===== config.mk =====
export PLATFORM = sky130hd
export DESIGN_NAME = rpn_mul
export DESIGN_NICKNAME = d
export VERILOG_FILES = /design/src/hdl/rpn_mul.sv
export SDC_FILE = /design/constraint.sdc
export NUM_CORES = 2
export LEC_CHECK = 0
export BUFFER_PORTS_ARGS = -buffer_cell sky130_fd_sc_hd__buf_2
export CORE_MARGIN = 1
export CORE_UTILIZATION = 59
export DETAILED_ROUTE_END_ITERATION = 7
export PLACE_DENSITY_LB_ADDON = 0.2
export SYNTH_ARGS = -nofsm -noshare
export SYNTH_HDL_FRONTEND = slang
export SYNTH_SLANG_ARGS = --single-unit
export TNS_END_PERCENT = 20

===== constraint.sdc =====
create_clock -name clk -period 9.7 [get_ports clk]
set_input_delay 0.485 -clock clk [delete_from_list [all_inputs] [get_ports clk]]
set_output_delay 0.485 -clock clk [all_outputs]
set_load 0.01 [all_outputs]

===== src/hdl/rpn_mul.sv =====
module rpn_mul (
  input  logic                clk,
  input  logic                rst_n,
  input  logic                start,
  input  logic [63:0]         mag_a,
  input  logic [63:0]         mag_b,
  output logic                done,
  output logic [63:0]         mag_q,
  output logic                ovf
);

  logic [2:0]   cnt_r;
  logic         busy_r;
  logic         done_r;
  logic [63:0]  pp_r;
  logic [1:0]   psel_r;
  logic         pvld_r;
  logic [127:0] acc_r;
  logic [31:0]  op_x;
  logic [31:0]  op_y;
  logic [127:0] pp_sh;

  // pick one 32x32 partial product per cycle
  always_comb begin
    case (cnt_r[1:0])
      2'd0: begin op_x = mag_a[31:0];  op_y = mag_b[31:0];  end
      2'd1: begin op_x = mag_a[31:0];  op_y = mag_b[63:32]; end
      2'd2: begin op_x = mag_a[63:32]; op_y = mag_b[31:0];  end
      default: begin op_x = mag_a[63:32]; op_y = mag_b[63:32]; end
    endcase
  end

  always_comb begin
    case (psel_r)
      2'd0:    pp_sh = {64'd0, pp_r};
      2'd3:    pp_sh = {pp_r, 64'd0};
      default: pp_sh = {32'd0, pp_r, 32'd0};
    endcase
  end

  always_ff @(posedge clk) begin
    if (!rst_n) begin
      busy_r <= 1'b0;
      done_r <= 1'b0;
      pvld_r <= 1'b0;
      cnt_r  <= 3'd0;
    end else begin
      done_r <= 1'b0;
      if (start) begin
        busy_r <= 1'b1;
        cnt_r  <= 3'd0;
        pvld_r <= 1'b0;
      end else if (busy_r) begin
        pvld_r <= (cnt_r < 3'd4);
        cnt_r  <= cnt_r + 3'd1;
        if (cnt_r == 3'd4) begin
          busy_r <= 1'b0;
          done_r <= 1'b1;
        end
      end
    end
  end

  always_ff @(posedge clk) begin
    if (start) begin
      acc_r <= 128'd0;
    end else if (busy_r) begin
      pp_r   <= 64'(op_x * op_y);
      psel_r <= cnt_r[1:0];
      if (pvld_r) acc_r <= acc_r + pp_sh;
    end
  end

  assign done  = done_r;
  assign mag_q = acc_r[95:32];
  assign ovf   = (acc_r[127:96] != 32'd0);

endmodule


==> results.yml <==
status:
  status: "completed"
finish:
  num_antenna_cells: 0
  drive_gt1_frac: 0.08839
  final_cell_count_no_fill: 6998
  nets: 7339
  area_growth_pct: 5.662
  postLayoutCoreUtil: 0.6334
clocking:
  cts_tree: "done"
  clk_pin_slew_ns: 0.08
  postCtsHoldBufs: 0
  cts_buffers: 17
  cts-root-buf: "clkbuf_16"
  clock-sinks: 200
  htreeDepth: 4
  clk_latency_ns: 0.49
  ctsLongestPathBuffers: 2
logic_synthesis:
  yosys_warnings: 0
  async_reset_ff_frac: 0
  syn_nets: 7340
  synth.area.top_cells: "fa_1, ha_1, inv_1, nand2_1, nor2_1"
  syn_inst: 5916
  netlist.area_leader.share: 0.3631
  ys_seq_elements: 200
  avgSynthCellArea_um2: 8.360
  synth.most_common_cell: "inv_1"
  yosysTopAreaCell: "fa_1"
  synth-main-ff-cell: "dfxtp_1"
  ys_seq_area_frac: 0.09432
  synth_common_cells: "inv_1, fa_1, nand2_1"
  synth_edf_count: 66
  synth_cell_types: 89
  syn_area_um2: 49450
placed_design:
  dp_hpwl_um: 142100
  place.gp.congestion: 1.084
  placed_cells: 6961
  portBuffers: 196
  preCtsSetupSlack_ns: 0.2920
sta:
  finalSetupViolCount: 0
  fin_crit_ns: 9.371
  drv_slew: 0
  min_period_over_period: 0.9661
  fmax_mhz: 106.7
  setup_ws_ns: 0.3289
  max_slew_margin: 0.2545
  tightest_slew_ns: 1.087
  hold_violations: 0
  setup-tns-final_ns: 0
  finalClockSkew_ns: 0.02044
floorplanning:
  dieArea_um2: 84980
  core_region_area_um2: 82500
  start_util: 0.5994
  rows: 105
  dieWidth_um: 291.5
  die_h_um: 291.5
  ios: 197
global_route:
  grt_pass1_vias: 42790
  antenna_found_initial: 4
  grt_max_degree: 69
  grtUsageTotal: 0.4097
  grt_pass1_wl_um: 259800
  grt-ovfl-total: 0
critical_path:
  arrival_ns: 9.60
  path_class: "reg2reg"
  crit_slowest_cell: "mux2_2"
  cp-end-kind: "flop"
  path_max_fanout: 28
  critical_path.max_stage_delay_ns: 0.64
  crit_required_ns: 9.93
  critPathLaunchType: "flop"
drt:
  firstDrtPassIters: 7
  wire_per_inst_um: 24.82
  num_vias: 42910
  wirelength_um: 173700
  drtAntennaViolNets: 0
  drtIter0Drc: 4249
  drt_drc_violations_left: 0
  via_per_inst: 6.132
flow_run:
  maxCapViolations: 0
worst_hold_path:
  worstHoldPathType: "in2reg"
==> per-layer routing <==
metal  share of wire  global-route usage
met5         0.00012                   0
met4           0.070              0.2289
met3            0.12              0.1131
met2            0.42              0.6067
met1            0.39              0.5428
==> state kept, by name, indices dropped and copies added, names as in the netlist <==
signal	count
cnt_r	3
done	1
acc_r	128
psel_r	2
pp_r	64
pvld_r	1
busy_r	1
==> final cells by class <==
cell class	instances	area, um2
clock inverters	13	170.2
flip-flops and latches	200	4664
repair buffers	336	2182
fillers	7260	30250
well taps	1070	1339
inverters	926	3476
clock buffers	19	475.5
multi-input cells	4434	39950
==> stage by stage <==
step           hold slack (ns)  cell area (um2)
4_1_cts                 0.3025            52170
5_1_grt                 0.3257            52260
3_5_place_dp            0.4507            51520
2_1_floorplan           0.4362            49450
6_report                0.3233            52260
3_3_place_gp            0.4432            51520
==> critical path, delay by kind of cell (launching register included) <==
kind,cells,cell delay [ns]
and+or+nand+nor,4,0.57
DFF,1,0.43
buffers and inverters,9,1.11
adders and majority gates,10,4.13
muxes,1,0.64
xor gates and xnor gates,1,0.09
AOI/OAI and AO/OA,8,2.12
==> cell usage in the layout, fill, tap and decap left out, types with 36 or more instances in the layout <==
cell type  synthesis  final
a21o_1            76     76
a21oi_1          346    346
a22o_1            64     64
and2_1            75     74
buf_2             10    196
buf_4             64    127
dfxtp_1          134    134
edfxtp_1          66     66
fa_1             897    897
ha_1             396    395
inv_1            926    926
mux2_2            62     62
mux2i_2            0     38
nand2_1          830    829
nand4_1           72     72
nor2_1           735    732
nor3_1            36     36
o21ai_0          175    175
o21bai_1          48     48
xnor2_1          106    106
xor2_1            71     71
==> cells by family (layout without fill, tap and decap cells) <==
logic type / Yosys count / in the layout / share of synthesized area
adder cells (fa/ha/maj): 1293 / 1293 / 0.4633
multiplexers: 127 / 127 / 0.02730
AO/OA/AOI/OAI: 915 / 915 / 0.1175
AND/OR/NAND/NOR: 1922 / 1922 / 0.1638
flip-flops: 200 / 200 / 0.09432
XOR/XNOR: 177 / 177 / 0.03135
buffers and inverters: 1282 / 1294 / 0.1025
==> path summary, 6_finish.rpt <==
path / from / end / slack (ns) / cells after the start
setup reg to reg: cnt_r[0] / pp_r[63] / 0.33 / 33
hold reg to reg: acc_r[31] / acc_r[31] / 0.46 / 2
setup / recovery: cnt_r[0] / pp_r[63] / 0.33 / 33
hold / removal: rst_n / busy_r / 0.32 / 2
==> what timing repair did <==
| item | in CTS | in global routing |
|---|---|---|
| gates resized for setup | 0 | 4 |
| endpoints found under the setup margin | 0 | 8 |
| buffers inserted | 0 | 4 |
Power is left out: the tool's default activity adds up to more than one toggle a clock period on the data nets, which glitch-free logic cannot reach.
