--- src/hdl/rpn_div.sv ---
module rpn_div (
  input  logic        clk,
  input  logic        rst_n,
  input  logic        start,
  input  logic [95:0] dividend,
  input  logic [63:0] divisor,
  output logic        done,
  output logic [63:0] quot,
  output logic [63:0] rem,
  output logic        ovf
);

  logic [6:0]  cnt_r;
  logic        busy_r;
  logic        done_r;
  logic [95:0] dvd_r;
  logic [63:0] dvs_r;
  logic [63:0] rem_r;
  logic [63:0] q_r;
  logic        ovf_r;
  logic [64:0] trial;
  logic        qbit;
  logic [63:0] rem_nxt;

  // one restoring step: shift in the next dividend bit, subtract if it fits
  always_comb begin
    trial = {rem_r, dvd_r[95]};
    qbit  = (trial >= {1'b0, dvs_r});
    rem_nxt = qbit ? 64'(trial - {1'b0, dvs_r}) : trial[63:0];
  end

  always_ff @(posedge clk) begin
    if (!rst_n) begin
      busy_r <= 1'b0;
      done_r <= 1'b0;
      cnt_r  <= 7'd0;
    end else begin
      done_r <= 1'b0;
      if (start) begin
        busy_r <= 1'b1;
        cnt_r  <= 7'd0;
      end else if (busy_r) begin
        cnt_r <= cnt_r + 7'd1;
        if (cnt_r == 7'd95) begin
          busy_r <= 1'b0;
          done_r <= 1'b1;
        end
      end
    end
  end

  always_ff @(posedge clk) begin
    if (start) begin
      dvd_r <= dividend;
      dvs_r <= divisor;
      rem_r <= 64'd0;
      q_r   <= 64'd0;
      ovf_r <= 1'b0;
    end else if (busy_r) begin
      dvd_r <= {dvd_r[94:0], 1'b0};
      rem_r <= rem_nxt;
      q_r   <= {q_r[62:0], qbit};
      if (q_r[63]) ovf_r <= 1'b1;
    end
  end

  assign done = done_r;
  assign quot = q_r;
  assign rem  = rem_r;
  assign ovf  = ovf_r;

endmodule

--- config.mk ---
export PLATFORM = sky130hd
export DESIGN_NAME = rpn_div
export DESIGN_NICKNAME = d
export VERILOG_FILES = /design/src/hdl/rpn_div.sv
export SDC_FILE = /design/constraint.sdc
export NUM_CORES = 1
export LEC_CHECK = 0
export BUFFER_PORTS_ARGS = -buffer_cell sky130_fd_sc_hd__buf_2
export CAP_MARGIN = 20
export CORE_UTILIZATION = 40
export DETAILED_ROUTE_END_ITERATION = 8
export PLACE_DENSITY = 0.64
export SLEW_MARGIN = 20
export SYNTH_ARGS = -nofsm -noshare
export SYNTH_HDL_FRONTEND = slang
export SYNTH_SLANG_ARGS = --single-unit
--- constraint.sdc ---
create_clock -name clk -period 3.7 [get_ports clk]
set_input_delay 0.185 -clock clk [delete_from_list [all_inputs] [get_ports clk]]
set_output_delay 0.185 -clock clk [all_outputs]
set_load 0.02 [all_outputs]
==> impl_metrics.json <==
{
  "status": "finished clean",
  "async_flop_share_pct": 0,
  "die-area_mm2": 0.0393,
  "p_switching_w": 0.00245,
  "path_class": "flip-flop to flip-flop",
  "clkSinkCount": 298,
  "die_h_um": 198,
  "grt_start_max_net_pins": 154,
  "power_frac_seq_pct": 43.1,
  "first_iter_violations": 809,
  "htree_levels": 2,
  "synthesis.nets": 1727,
  "synth_cell_type_count": 72,
  "p_per_area_mw_per_mm2": 444,
  "vias": 12800,
  "clock_skew_ns": 0.0201,
  "synth_area_leaders": "edfxtp_1 (31%), dfxtp_1 (18%), mux2_2 (6.9%), ha_1 (5.3%), mux2i_1 (4.7%)",
  "final_max_slew_viol_count": 0,
  "port_buffers": 292,
  "drc": 0,
  "maxCapViolCount": 0,
  "grt.total_usage_pct": 22.3,
  "hold_depth": 2,
  "syn_to_final_growth_pct": 31.0,
  "synth-edff-count": 160,
  "antenna_found_initial": 5,
  "pin_count": 293,
  "worstSetupEndpointType": "flip-flop",
  "cts_buffer_depth": 3,
  "routedWlPerCell_um": 17.7,
  "leakage_nw": 8.75,
  "cts_tree": "done",
  "fin_hold_ws_ns": 0.338,
  "cp_max_fo": 9,
  "synth-seq-cells": 298,
  "via_per_inst": 5.20,
  "layout_common_cells": "buf_2 (291), dlygate4sd3_1 (162), edfxtp_1 (160)",
  "ys_warn_count": 0,
  "netlist_instances": 1498,
  "period_share_pct": 91.8,
  "ys.flop_type": "edfxtp_1",
  "fmax_mhz": 294,
  "path_clk_slew_ns": 0.06,
  "comb_power_share_pct": 18.0,
  "cpMostUsedCell": "o21ai_2",
  "cts_setup_buffers": 0,
  "fin_cells": 2465,
  "worst_pin_slew_ns": 1.07,
  "num-nets-final": 2152,
  "yosysTopAreaCell": "edfxtp_1",
  "crit_path_top_delay_cell": "or4_4",
  "switching_share_pct": 27.4,
  "core-area_mm2": 0.0378,
  "slowest_delay_ns": 0.51,
  "ant_nets": 0,
  "num_rows": 71,
  "first_global_vias": 12900,
  "yosysSeqAreaShare_pct": 49.1,
  "cts_buffers": 35,
  "clock_latency_ns": 0.55,
  "dp_hpwl_mm": 30.0,
  "peakVddDrop_uv": 386,
  "gp_congestion": 0.909,
  "dp_cells": 2235,
  "wl_mm": 43.5,
  "r2r_cells": 13,
  "finalHoldViolCount": 0,
  "cp.required_ns": 4.19,
  "avgSynthCellArea_um2": 10.3,
  "synth_top_area_share_pct": 31.2,
  "slew_headroom_pct": 28.3,
  "grt_pass1_wl_mm": 69.1,
  "initial_utilization_pct": 40.8,
  "internal-power_w": 0.00649,
  "grt_overflow": 0,
  "die_w_um": 198,
  "worstHoldPathType": "primary input to flip-flop",
  "synthesis.area_mm2": 0.0154,
  "drive_above_1_share_pct": 25.0,
  "mostFrequentLayoutCell": "buf_2",
  "setup_viol": 0,
  "dr.pass1.iters": 5,
  "startpoint_type": "flip-flop",
  "period_needed_ns": 3.40,
  "arrival_ns": 3.88,
  "path_cells": "inv_1, ha_1, nand4_1, o211ai_2, a21oi_2, or4_4, o21ai_2, o21ba_4, o311a_4, o31ai_4, nand3_2, mux2_4, o21ai_2",
  "pwr-share-clk_pct": 38.9,
  "clockRootBuffer": "clkbuf_16"
}
-- area by class of cell --
class                      count  area, um^2
fill                        3342       17600
sequential                   298        7570
multi-input combinational   1027        7190
timing repair buffer         475        3280
clock buffer                  44         982
tap                          511         639
inverter                      86         328
clock inverter                20         173
antenna                        4        10.0
-- per-stage QoR --
stage	cell area [um^2]	util [%]	setup WS, ns	total power, W	TNS [ns]
finish	20200	53.4	0.304	0.00894	0
global route	20200	53.4	-0.0109	0.00932	-0.0109
CTS	20100	53.3	0.151	0.00901	0
detailed placement	17400	46.0	0.198	0.00537	0
global placement	17400	46.0	0.298	0.00535	0
floorplan	15400	-	0.452	0.00493	0
-- layer usage --
metal / GRT usage [%] / routed length, um
met1: 28.0 / 18800
met2: 36.9 / 20300
met3: 5.48 / 3150
met4: 7.98 / 1240
met5: 0 / 13
-- power groups by stage --
stage / sequential [W] / combinational (W) / clock, W
final: 0.00386 / 0.00161 / 0.00348
after floorplan: 0.00394 / 0.000990 / 0
after global routing: 0.00388 / 0.00175 / 0.00368
after CTS: 0.00386 / 0.00159 / 0.00356
after global placement: 0.00391 / 0.00143 / 0
after detailed placement: 0.00392 / 0.00144 / 0
-- cells by family (layout without fill, tap and decap cells) --
| logic type | count (synthesis) | in the layout | synth area share (%) |
|---|---|---|---|
| AO/OA/AOI/OAI | 326 | 326 | 14.3 |
| XOR/XNOR | 61 | 61 | 3.47 |
| adder cells (fa/ha/maj) | 66 | 66 | 5.41 |
| buffers and inverters | 173 | 625 | 4.33 |
| flip-flops | 298 | 298 | 49.1 |
| multiplexers | 168 | 168 | 11.7 |
| other | 0 | 4 | 0 |
| AND/OR/NAND/NOR | 406 | 406 | 11.6 |
-- worst paths after layout --
kind / startpoint / to / slack, ns
worst max register to register: dvs_r[21] / rem[63] / 0.30
worst min-delay path: divisor[41] / dvs_r[41] / 0.34
worst max-delay path: dvs_r[21] / rem[63] / 0.30
worst min register to register: ovf / ovf / 0.48
-- cells in the mapped netlist, drive strengths merged, types with 3 or more instances --
cell type / instances
a211oi: 9
a21o: 44
a21oi: 101
a311oi: 40
a31oi: 8
and2: 7
and3: 8
and4: 3
buf: 20
clkbuf: 67
dfxtp: 138
edfxtp: 160
ha: 65
inv: 86
mux2: 96
mux2i: 72
nand2: 144
nand2b: 6
nand3: 10
nand4: 28
nor2: 158
nor2b: 9
nor3: 15
nor4: 6
o211ai: 6
o21a: 9
o21ai: 55
o21bai: 17
o221ai: 3
o22ai: 4
o31ai: 6
or3: 4
xnor2: 35
xor2: 26
-- critical path, delay by kind of cell, from the launching register on --
| family | cells | cell delay (ns) |
|---|---|---|
| mux | 1 | 0.31 |
| flops | 1 | 0.34 |
| fa+ha+maj | 1 | 0.46 |
| simple gates | 3 | 0.87 |
| compound gates | 7 | 1.29 |
| buf+inv | 1 | 0.05 |
-- timing repair --
| item | CTS | global route |
|---|---|---|
| setup endpoints to repair | 0 | 36 |
| gates resized for setup | 0 | 5 |
| hold buffers | 162 | 0 |
| endpoints found under the hold margin | 184 | 0 |
-- registers in the layout, indices dropped and copies added, names as in the netlist --
name and flops:
busy_r 1, rem 64, cnt_r 7, dvd_r 96, quot 64, dvs_r 64, ovf 1, done 1
Power figures use the tool's default switching activity.
